`config.mk`:
```
export PLATFORM = sky130hd
export DESIGN_NAME = grdw_alu
export DESIGN_NICKNAME = d
export VERILOG_FILES = /design/src/grdw_pkg.sv /design/src/grdw_alu.sv
export SDC_FILE = /design/constraint.sdc
export NUM_CORES = 1
export LEC_CHECK = 0
export BUFFER_PORTS_ARGS = -buffer_cell sky130_fd_sc_hd__buf_2
export CAP_MARGIN = 10
export CELL_PAD_IN_SITES_DETAIL_PLACEMENT = 1
export CELL_PAD_IN_SITES_GLOBAL_PLACEMENT = 1
export CORE_MARGIN = 4
export CORE_UTILIZATION = 42
export DETAILED_ROUTE_END_ITERATION = 6
export PLACE_DENSITY_LB_ADDON = 0.1
export SYNTH_ARGS = -nofsm -noshare
export SYNTH_HDL_FRONTEND = slang
export SYNTH_SLANG_ARGS = --single-unit
```
`constraint.sdc`:
```
create_clock -name vclk -period 5.9
set_clock_uncertainty 0.15 [all_clocks]
set_input_delay 0.59 -clock vclk [all_inputs]
set_output_delay 0.59 -clock vclk [all_outputs]
set_load 0.01 [all_outputs]
```
`src/grdw_pkg.sv`:
```
// shared types and constants of the grid ray walker
package grdw_pkg;

	// command codes
	localparam logic CMD_WRITE = 1'b0;
	localparam logic CMD_CAST  = 1'b1;

	// map value that stops the walk
	localparam logic [3:0] CELL_WALL = 4'd2;

	// one map unit in Q1.10
	localparam logic [10:0] ONE_UNIT = 11'd1024;

	// shared unit operations
	localparam logic [1:0] ALU_CMP = 2'd0;
	localparam logic [1:0] ALU_MUL = 2'd1;
	localparam logic [1:0] ALU_ADD = 2'd2;

	typedef struct packed {
		logic        cmd;
		logic [5:0]  cell_x;
		logic [5:0]  cell_y;
		logic [3:0]  cell_value;
		logic [15:0] ray_pos_x;
		logic [15:0] ray_pos_y;
		logic        dir_x_negative;
		logic        dir_y_negative;
		logic [23:0] delta_dist_x;
		logic [23:0] delta_dist_y;
	} cmd_item_t;

	typedef struct packed {
		logic        hit_found;
		logic [5:0]  hit_cell_x;
		logic [5:0]  hit_cell_y;
		logic        hit_side;
		logic [31:0] final_side_x;
		logic [31:0] final_side_y;
		logic [7:0]  steps_taken;
	} res_item_t;

	typedef struct packed {
		logic [1:0]  op;
		logic [31:0] a;
		logic [31:0] b;
	} alu_req_t;

	typedef struct packed {
		logic [31:0] value;
		logic        lt;
	} alu_rsp_t;

endpackage

```
`src/grdw_alu.sv`:
```
// shared arithmetic unit: span multiply, saturating add, compare
module grdw_alu
	import grdw_pkg::*;
(
	input  alu_req_t req,
	output alu_rsp_t rsp
);

	logic [34:0] prod;
	logic [32:0] sum;

	assign prod = 35'(req.a[10:0]) * 35'(req.b[23:0]);
	assign sum  = {1'b0, req.a} + {1'b0, req.b};

	always_comb begin
		rsp.lt = req.a < req.b;
		unique case (req.op)
			ALU_MUL: rsp.value = 32'(prod[34:10]);
			ALU_ADD: rsp.value = sum[32] ? 32'hFFFF_FFFF : sum[31:0];
			default: rsp.value = 32'd0;
		endcase
	end

endmodule

```
[After elaboration in Yosys (flattened, before gate mapping)]
Cells that the tools add are included.
W data, S select, Z words.
Word-level totals
  logic and storage cells: 7
  bits of input ports: 66
  output and inout port bits: 33
  register bits: 0
Operators by class
  multiplexer cells: 2
  order comparisons: 1
  $mul: 1
  $add $sub $neg: 1
  eq/ne operators: 2
Operator list (count)
  $pmux W32 S2: 1
  $mul A11 B24 Y35: 1
  $add A32 B32 Y33: 1
  $lt A32 B32 Y1: 1
  $mux W32: 1
  $eq A2 B1 Y1 const B: 1
  $eq A2 B2 Y1 const B: 1

[Longest topological paths before layout]
Gate-level depths: netlist (run 1).
  depth in word-level cells: 3
  depth in mapped cells: 22
  gate-level depth less buffers: 20

[Least setup slack after synthesis (run 1)]
Ideal clock, no wire load.
  path kind: input to output
  start point: in req[5] (netlist bit)
  end point: out rsp[23] (netlist bit)
  path buffers: 2
  arrival: 5677 ps
  setup slack: -517 ps
  stages: 20
  cell sequence: clkbuf_1 -> nand2_1 -> fa_1 -> inv_1 -> fa_1 -> fa_1 -> fa_1 -> inv_1 -> fa_1 -> inv_1 -> ha_1 -> clkbuf_1 -> nand2_1 -> nor2_1 -> a31oi_1 -> or3_1 -> a41oi_1 -> a311oi_1 -> xnor2_1 -> a211o_1
RTL lines
  start, declared: line grdw_alu.sv:5  | input alu_req_t req,
  end, declared: line grdw_alu.sv:6  | output alu_rsp_t rsp

==> PnR_summary.wiki, run 1 <==
{| class="wikitable"
! Metric !! Value
|-
| Routed wire length per instance || about 21 um
|-
| Arrival time of data at the critical path endpoint || roughly 5800 ps
|-
| Layout clock buffer count || 0
|-
| Via count || approximately 11000
|-
| Sequential cell area || 0 sq um
|-
| Number of buffer cells added on primary ports || between 90 and 100
|-
| Area of the die || about 29000 sq um
|-
| Share of layout cells above drive strength 1 || between 20% and 30%
|-
| Critical path class || in -> out
|-
| Number of placed cells counting well taps || between 1500 and 2000
|-
| Number of sequential storage elements || 0
|-
| Share of the synthesized area in the top cell type || 35.6%
|-
| Routed Antenna Nets || 0
|-
| DRC violations left || 0
|-
| Critical Path Fanout Max || 5
|-
| Share of the cycle needed by the critical path after routing || 111%
|-
| CORE AREA || around 26000 sq um
|-
| Wire length of the first global-routing pass || between 60000 and 70000 um
|-
| Cell taking the most area after synthesis || sky130_fd_sc_hd__fa_1
|-
| Synth Cell Area || 11100 sq um
|-
| Leading cell types by total area after synthesis || sky130_fd_sc_hd__fa_1 36%, sky130_fd_sc_hd__ha_1 15%, sky130_fd_sc_hd__inv_1 9.4%
|-
| Global Route Usage Sum || between 20% and 30%
|-
| Total gr overflow || 0
|-
| Lkg Pwr || about 7 nW
|-
| Maxcap violations || 0
|-
| Worst supply voltage drop on vdd || between 0.0005 and 0.0006 V
|-
| Row count || 59
|-
| Non-filler cells, final || a little under 2000
|-
| Placer's final routability congestion estimate || just under 0.9
|-
| Number of search-and-repair iterations in the first detailed-routing pass || 5
|-
| Final Worst Setup Slack || -655 ps
|-
| Final antenna diode count || 0
|-
| Syn-to-layout area delta || 30.5%
|-
| I/O pin count || 99
|-
| Final nets || 2030
|-
| Number of library cell types mapped by synthesis || between 70 and 80
|-
| Pre-CTS setup slack || -1100 ps
|-
| Violations in the final reports || negative setup slack
|-
| Worst-Margin Slew || 1240 ps
|-
| Startpoint class of the critical path || input port
|-
| Run status || finished, violations left
|-
| Post-detail-place hpwl || 33600 um
|-
| Vert. Die Dim || around 170 um
|-
| Unrepaired setup endpoints after global routing || yes
|-
| Synth warnings || 0
|-
| Via count of the first global-routing pass || between 10000 and 15000
|-
| Final Hold Fails || 0
|-
| Per-instance average area after synthesis || just under 8 sq um
|-
| Routed WL || between 40000 and 50000 um
|-
| Layout fillers || between 3000 and 4000
|-
| Number of vias per cell after detailed routing || between 5 and 6
|-
| Min cycle time layout || 6550 ps
|-
| Number of antenna violations at the first check in global routing || 0
|-
| Maximum number of pins on one net before global-route repair || 28
|-
| Die width || around 170 um
|-
| Part of the Yosys area used for sequential elements || 0%
|-
| Worst slew margin relative to its limit || between 10% and 20%
|-
| List of most frequent post-synthesis cells || 278 x sky130_fd_sc_hd__inv_1, 197 x sky130_fd_sc_hd__fa_1, 185 x sky130_fd_sc_hd__nand2_1
|-
| Worst endpoint required time || 5160 ps
|-
| Highest clock rate || around 150 MHz
|-
| Net count of the mapped netlist || 1801
|-
| Power density cells || ~640 nW/um^2
|-
| Setup-violating endpoint count in the final report || 22
|-
| Starting density of the core || a little over two fifths
|-
| Starting DRT DRC Count || about 530
|-
| Worst Setup End Kind || primary output
|-
| Path type of the worst min-delay path || in -> out
|-
| Cell with the most instances after synthesis || sky130_fd_sc_hd__inv_1
|-
| Number of instances in the synthesized netlist || 1402
|-
| Post-CTS Hold Buffers || 0
|-
| Final number of max-transition violations || 0
|}
## cell families (layout without fill, tap and decap cells)
group,after synthesis,count (layout),share of synthesized area (%)
mux,1,1,0.0903
simple gates,432,432,18.5
xor+xnor,50,50,3.95
buf+inv,352,579,12.1
fa+ha+maj,333,333,50.9
compound gates,234,234,14.4
## critical path, stage by stage
cell	delay, ps
sky130_fd_sc_hd__buf_12	120
sky130_fd_sc_hd__buf_16	130
sky130_fd_sc_hd__buf_12	110
sky130_fd_sc_hd__nand2_1	70
sky130_fd_sc_hd__fa_1	460
sky130_fd_sc_hd__fa_1	570
sky130_fd_sc_hd__inv_1	60
sky130_fd_sc_hd__fa_1	510
sky130_fd_sc_hd__fa_1	560
sky130_fd_sc_hd__inv_1	60
sky130_fd_sc_hd__fa_1	530
sky130_fd_sc_hd__inv_1	80
sky130_fd_sc_hd__ha_4	300
sky130_fd_sc_hd__nand4_1	160
sky130_fd_sc_hd__buf_4	190
sky130_fd_sc_hd__o221a_2	260
sky130_fd_sc_hd__a41oi_4	320
sky130_fd_sc_hd__a311oi_2	160
sky130_fd_sc_hd__xnor2_1	150
sky130_fd_sc_hd__a211o_1	280
sky130_fd_sc_hd__buf_2	150
## power breakdown
part / leakage (nW) / switching [W] / internal [W]
clock: 0 / 0 / 0
combinational: 7.17 / 0.00479 / 0.00450
sequential: 0 / 0 / 0
total: 7.17 / 0.00479 / 0.00450
## layer usage
metal	vias up	part of all wire, %	global-route usage [%]
met4	0	3.6	7.78
met5	-	0	0
met3	83	2.4	1.25
met2	213	54	55.5
met1	5455	40	33.8
li1	4870	-	-
## timing repair
action | CTS | global route
gates resized for setup | 139 | 74
cloned | 3 | 1
pin swaps | 86 | 85
setup endpoints to repair | 25 | 25
buffers inserted | 33 | 14
## metrics by stage
step / total power, W / hold slack (ps) / TNS, ps / utilization [%] / cell area [sq um]
2_1_floorplan: 0.00482 / 1220 / -131 / - / 11800
3_3_place_gp: 0.00728 / 1450 / -15290 / 50.9 / 13200
3_5_place_dp: 0.00744 / 1460 / -17280 / 50.9 / 13200
4_1_cts: 0.00835 / 1460 / -8150 / 54.1 / 14100
5_1_grt: 0.0101 / 1480 / -11900 / 55.6 / 14500
6_report: 0.00929 / 1450 / -8740 / 55.6 / 14500
## cell usage in the layout (no fill, tap or decap), drive strengths merged, types with 7 or more instances in the layout
master  count
and2       74
o211ai     11
nor2b      16
nand2b     16
a21oi      72
a21o       10
nand4      12
o21ai      46
inv       281
a211oi      7
a31o       17
nand3      15
fa        197
buf       294
xor2       12
nor2       79
xnor2      38
o31ai      12
nand2     185
nor3        7
ha        136
## cell type report
| type | count | area, sq um | area share (%) |
|---|---|---|---|
| Timing Repair Buffer | 298 | 2440 | 16.8 |
| Inverter | 281 | 1060 | 7.31 |
| Multi-Input combinational cell | 1050 | 10500 | 72.9 |
| Tap cell | 335 | 419 | 2.90 |
## worst paths after layout
kind | start | endpoint | depth (start not counted)
setup / recovery | req[39] | rsp[23] | 21
hold / removal | req[63] | rsp[0] | 4
No activity file was read; power rests on OpenSTA's default activity.
==> inputs of run 2 (changes only) <==
==> constraint.sdc (replaced) <==
create_clock -name vclk -period 7.1
set_clock_uncertainty 0.15 [all_clocks]
set_input_delay 0.71 -clock vclk [all_inputs]
set_output_delay 0.71 -clock vclk [all_outputs]
set_load 0.01 [all_outputs]
==> PnR_summary.wiki, run 2 (synthesized netlist as in run 1, its figures left out) <==
{| class="wikitable"
! Metric !! Value
|-
| Lkg Pwr || 6.52 nW (-9.0%)
|-
| Final Hold Fails || 0 (unchanged)
|-
| Routed WL || 38400 um (-8.0%)
|-
| Setup-violating endpoint count in the final report || 0 (-100%)
|-
| Arrival time of data at the critical path endpoint || 6060 ps (+250 ps)
|-
| Buf/Inv on CP || 6 (-2)
|-
| Via count || 10100 (-5.3%)
|-
| Number of sequential storage elements || 0 (unchanged)
|-
| Wire length of the first global-routing pass || 60600 um (-6.7%)
|-
| Number of antenna violations at the first check in global routing || 1 (+1)
|-
| Layout fillers || 3220 (+2.3%)
|-
| Layout clock buffer count || 0 (unchanged)
|-
| Largest stage delay on the critical path || 570 ps (about the same)
|-
| Number of buffer cells added on primary ports || 99 (unchanged)
|-
| Top routing layer in use || met4
|-
| Placer's final routability congestion estimate || 0.905 (+1.9%)
|-
| Total gr overflow || 0 (unchanged)
|-
| Most prevalent standard cell on the critical path || sky130_fd_sc_hd__fa_1
|-
| Starting DRT DRC Count || 498 (-6.7%)
|-
| Starting density of the core || 42.6% (unchanged)
|-
| Startpoint class of the critical path || input port
|-
| Number of search-and-repair iterations in the first detailed-routing pass || 4 (-1)
|-
| DRC violations left || 0 (unchanged)
|-
| Worst slew margin relative to its limit || 18.7% (+1.1 points)
|-
| Final number of max-transition violations || 0 (unchanged)
|-
| Power density cells || 456 nW/um^2 (-29%)
|-
| I/O pin count || 99 (unchanged)
|-
| Leading cell type in the layout, fill and taps excluded || sky130_fd_sc_hd__inv_1
|-
| Share of layout cells above drive strength 1 || 17.2% (-12 points)
|-
| Post-route worst hold slack || 1690 ps (+235 ps)
|-
| Maxcap violations || 0 (unchanged)
|-
| Run status || complete, no violations
|-
| Detail Route met3 WL || 775 um (-23%)
|-
| Post-layout total power || 0.00587 W (-37%)
|-
| Area of the die || 29000 sq um (unchanged)
|-
| Share of the cycle needed by the critical path after routing || 97.5%
|-
| Highest-count cells in the layout ignoring fill and taps || 278 x sky130_fd_sc_hd__inv_1, 194 x sky130_fd_sc_hd__fa_1, 185 x sky130_fd_sc_hd__nand2_1
|-
| Final nets || 1933 (-4.8%)
|-
| Min cycle time layout || 6920 ps
|-
| Via count of the first global-routing pass || 11400 (-6.2%)
|-
| Maximum number of pins on one net before global-route repair || 28 (unchanged)
|-
| Syn-to-layout area delta || 16.1%
|-
| M1 WL || 16500 um (about the same)
|-
| Post-CTS Hold Buffers || 0 (unchanged)
|-
| Post-detail-place hpwl || 32900 um (-2.1%)
|-
| Worst supply voltage drop on vdd || 0.000294 V (-48%)
|-
| Final Worst Setup Slack || 179 ps (+833 ps)
|-
| Critical path cell sequence || buf_6, buf_6, buf_4, and2_1, fa_1, fa_1, fa_1, fa_1, inv_1, fa_1, inv_1, ha_4, a21oi_1, o21ai_1, o41ai_2, nand2b_4, o311ai_4, nor2_2, xnor2_1, a221o_1, buf_2
|-
| Critical path class || in -> out
|-
| Highest clock rate || 144 MHz
|-
| Routed wire length per instance || 20.5 um (-3.3%)
|-
| Pre-CTS setup slack || -244 ps (+857 ps)
|-
| Sequential cell area || 0 sq um (unchanged)
|-
| Worst Setup End Kind || primary output
|-
| Routed Antenna Nets || 0 (unchanged)
|-
| Worst endpoint required time || 6240 ps (+1080 ps)
|-
| Number of vias per cell after detailed routing || 5.38 (-0.43%)
|-
| CP delay by family, top || adder cells
|-
| Length of routed met2 wiring || 20000 um (-12%)
|-
| Worst-Margin Slew || 1220 ps (-16.3 ps)
|-
| CORE AREA || 26000 sq um (unchanged)
|-
| Global Route Usage Sum || 26.5% (-2.0 points)
|-
| Critical path's slowest cell || sky130_fd_sc_hd__fa_1
|-
| Critical Path Fanout Max || 14 (+9)
|-
| Row count || 59 (unchanged)
|-
| Path type of the worst min-delay path || in -> out
|-
| Die width || 170 um (unchanged)
|-
| Vert. Die Dim || 170 um (unchanged)
|}
==> run 2: cell count changes in the layout (fill, tap and decap cells not counted), moves of 12 or more <==
cell                      delta
sky130_fd_sc_hd__buf_4      -81
sky130_fd_sc_hd__buf_6      -12
sky130_fd_sc_hd__fa_1       +18
sky130_fd_sc_hd__fa_2       -18
sky130_fd_sc_hd__ha_1       +13
sky130_fd_sc_hd__ha_4       -15
sky130_fd_sc_hd__inv_1      +23
sky130_fd_sc_hd__inv_2      -22
sky130_fd_sc_hd__nand2_1    +20
sky130_fd_sc_hd__nand2_2    -19
==> run 2: final timing paths <==
| kind | from | endpoint | slack, ps | depth (start not counted) |
|---|---|---|---|---|
| setup / recovery | req[39] | rsp[20] | 180 | 21 |
| hold / removal | req[63] | rsp[0] | 1690 | 4 |
==> run 2: metrics by stage <==
| step | setup TNS [ps] | instances | utilization, % | instance area (sq um) |
|---|---|---|---|---|
| 3_5_place_dp | -1090 | 1864 | 48.0 | 12500 |
| 5_1_grt | -72.6 | 1868 | 49.5 | 12900 |
| 6_report | 0 | 1868 | 49.5 | 12900 |
| 4_1_cts | 0 | 1864 | 48.4 | 12600 |
| 3_3_place_gp | -544 | 1864 | 48.0 | 12500 |
| 2_1_floorplan | 0 | 1402 | - | 11100 |
==> run 2: power by group <==
group          switching [W]     internal (W)
Clock                      0  0.0000000000190
Sequential                 0                0
Combinational        0.00320          0.00267
Total                0.00320          0.00267
==> run 2: layer usage <==
metal | vias up | global-route usage (%)
li1 | 4683 | -
met1 | 5171 | 33.8
met2 | 155 | 49.7
met3 | 49 | 0.813
met4 | 0 | 6.42
met5 | - | 0
==> run 2: area by class of cell <==
cell class	instances	area [sq um]	share of cell area (%)
Multi-Input combinational cell	1050	10000	77.7
Timing Repair Buffer	201	1390	10.8
Inverter	281	1050	8.20
Tap cell	335	419	3.26
Antenna cell	1	2.50	0.0194
==> run 2: timing repair <==
item                                   in CTS  in global routing
endpoints found under the hold margin       0                  0
resized for setup                          16                 63
pin swaps                                   2                 17
buffers inserted                            0                  3
setup endpoints to repair                  11                 16
==> inputs of run 3 (changes only) <==
--- a/config.mk
+++ b/config.mk
@@ -10,9 +10,10 @@
 export CELL_PAD_IN_SITES_DETAIL_PLACEMENT = 1
 export CELL_PAD_IN_SITES_GLOBAL_PLACEMENT = 1
 export CORE_MARGIN = 4
-export CORE_UTILIZATION = 42
+export CORE_UTILIZATION = 48
 export DETAILED_ROUTE_END_ITERATION = 6
 export PLACE_DENSITY_LB_ADDON = 0.1
+export SLEW_MARGIN = 25
 export SYNTH_ARGS = -nofsm -noshare
 export SYNTH_HDL_FRONTEND = slang
 export SYNTH_SLANG_ARGS = --single-unit
==> PnR_summary.wiki, run 3 (synthesized netlist as in run 1, its figures left out) <==
{| class="wikitable"
! Metric !! Value
|-
| Area of the die || 25600 sq um (-12%)
|-
| Post-layout total power || 0.00585 W (-0.31%)
|-
| Post-layout util || 56.4% (+6.9 points)
|-
| Min cycle time layout || 6940 ps (+14.8 ps)
|-
| CP startpoint || req[7]
|-
| Critical Path Fanout Max || 7 (-7)
|-
| Number of vias per cell after detailed routing || 5.63 (+4.6%)
|-
| Share of the cycle needed by the critical path after routing || 97.7% (+0.21 points)
|-
| Final nets || 1934 (+0.052%)
|-
| Layout clock buffer count || 0 (unchanged)
|-
| Most prevalent standard cell on the critical path || sky130_fd_sc_hd__fa_1
|-
| Total gr overflow || 0 (unchanged)
|-
| Wire length of the first global-routing pass || 60200 um (-0.65%)
|-
| DRC violations left || 0 (unchanged)
|-
| Setup-violating endpoint count in the final report || 0 (unchanged)
|-
| Share of layout cells above drive strength 1 || 17.4% (+0.12 points)
|-
| Worst setup endpoint || rsp[18]
|-
| Routed Antenna Nets || 0 (unchanged)
|-
| Final antenna diode count || 0 (-1)
|-
| Critical path class || in -> out
|-
| Maximum number of pins on one net before global-route repair || 28 (unchanged)
|-
| Leading cell type in the layout, fill and taps excluded || sky130_fd_sc_hd__inv_1
|-
| Critical path's slowest cell || sky130_fd_sc_hd__fa_1
|-
| Number of search-and-repair iterations in the first detailed-routing pass || 5 (+1)
|-
| Highest-count cells in the layout ignoring fill and taps || 275 x sky130_fd_sc_hd__inv_1, 193 x sky130_fd_sc_hd__fa_1, 185 x sky130_fd_sc_hd__nand2_1
|-
| Arrival time of data at the critical path endpoint || 6080 ps (+20 ps)
|-
| Global Route Usage Sum || 29.2% (+2.7 points)
|-
| Row count || 55 (-6.8%)
|-
| Worst supply voltage drop on vdd || 0.000346 V (+18%)
|-
| Critical path cell sequence || clkbuf_4, buf_4, nand2_1, fa_1, inv_1, fa_1, fa_1, fa_1, inv_1, fa_1, inv_1, ha_1, a21oi_1, nor2b_1, nor2_1, a21oi_2, o31ai_1, buf_4, o21ai_0, xnor2_1, o21ai_2, buf_2
|-
| Largest stage delay on the critical path || 560 ps (about the same)
|-
| CORE AREA || 22700 sq um (-13%)
|-
| Placer's final routability congestion estimate || 0.906 (+0.11%)
|-
| Worst slew margin relative to its limit || 37.8% (+19 points)
|-
| Sequential cell area || 0 sq um (unchanged)
|-
| Starting DRT DRC Count || 480 (-3.6%)
|-
| Highest clock rate || 144 MHz (-0.21%)
|-
| Buf/Inv on CP || 7 (+1)
|-
| Path type of the worst min-delay path || in -> out
|-
| Maxcap violations || 0 (unchanged)
|-
| Number of antenna violations at the first check in global routing || 0 (-1)
|-
| I/O pin count || 99 (unchanged)
|-
| Post-detail-place hpwl || 32000 um (-2.5%)
|-
| Worst Setup End Kind || primary output
|-
| Via count of the first global-routing pass || 11500 (+0.94%)
|-
| Final number of max-transition violations || 0 (unchanged)
|-
| Via count || 10200 (+1.8%)
|-
| Worst endpoint required time || 6240 ps (about the same)
|-
| Die width || 160 um (-6.2%)
|-
| Vert. Die Dim || 160 um (-6.2%)
|-
| Power density cells || 457 nW/um^2 (+0.13%)
|-
| Number of sequential storage elements || 0 (unchanged)
|-
| Syn-to-layout area delta || 15.6%
|-
| Routed WL || 38100 um (-0.83%)
|-
| Starting density of the core || 48.8% (+6.2 points)
|-
| Routed wire length per instance || 20.9 um (+1.9%)
|-
| CP delay by family, top || adder cells
|-
| Final Hold Fails || 0 (unchanged)
|-
| Number of buffer cells added on primary ports || 99 (unchanged)
|-
| Lkg Pwr || 6.52 nW (about the same)
|-
| Worst-Margin Slew || 933 ps (-287 ps)
|-
| Startpoint class of the critical path || input port
|-
| Run status || complete, no violations
|-
| Stages on worst setup path || 22 (+4.8%)
|}
==> run 3: final cells by class <==
cell class                 count  area, sq um
multi-input combinational   1050         9950
fill                        2876         9900
timing repair buffer         202         1450
inverter                     281         1050
tap                          285          357
==> run 3: stage by stage <==
stage / std cells / TNS, ps / instance area [sq um] / hold slack (ps) / worst slack, ps
3_5_place_dp: 1814 / -602 / 12400 / 1670 / -242
5_1_grt: 1818 / -143 / 12800 / 1710 / -49.6
2_1_floorplan: 1402 / 0 / 11100 / 1460 / 443
4_1_cts: 1814 / -7.67 / 12500 / 1670 / -7.67
3_3_place_gp: 1814 / -243 / 12400 / 1660 / -160
6_report: 1818 / 0 / 12800 / 1670 / 164
==> run 3: per-layer routing <==
| metal | vias to the layer above | part of all wire, % | global-route usage (%) |
|---|---|---|---|
| met2 | 229 | 51 | 53.7 |
| met3 | 72 | 3.5 | 2.14 |
| met1 | 5249 | 42 | 37.0 |
| met5 | - | 0 | 0 |
| met4 | 0 | 2.9 | 7.82 |
| li1 | 4690 | - | - |
==> run 3: power by group <==
group          internal (W)  switching (W)
combinational       0.00260        0.00325
clock                     0              0
sequential                0              0
==> run 3: worst min path at each step <==
stage                     startpoint  endpoint  slack (ps)  depth (start not counted)
after floorplan              req[63]    rsp[0]        1460                          2
after global placement       req[63]    rsp[0]        1660                          4
after detailed placement     req[63]    rsp[0]        1670                          4
after CTS                    req[63]    rsp[0]        1670                          4
after global routing         req[63]    rsp[0]        1710                          4
final                        req[63]    rsp[0]        1670                          4
==> run 3: what timing repair did <==
action                     CTS  global route
resized for setup           14            67
buffers inserted             0             2
hold endpoints to repair     0             0
pin swaps                    1            23
hold buffers                 0             0
setup endpoints to repair   10            15
cloned                       0             2
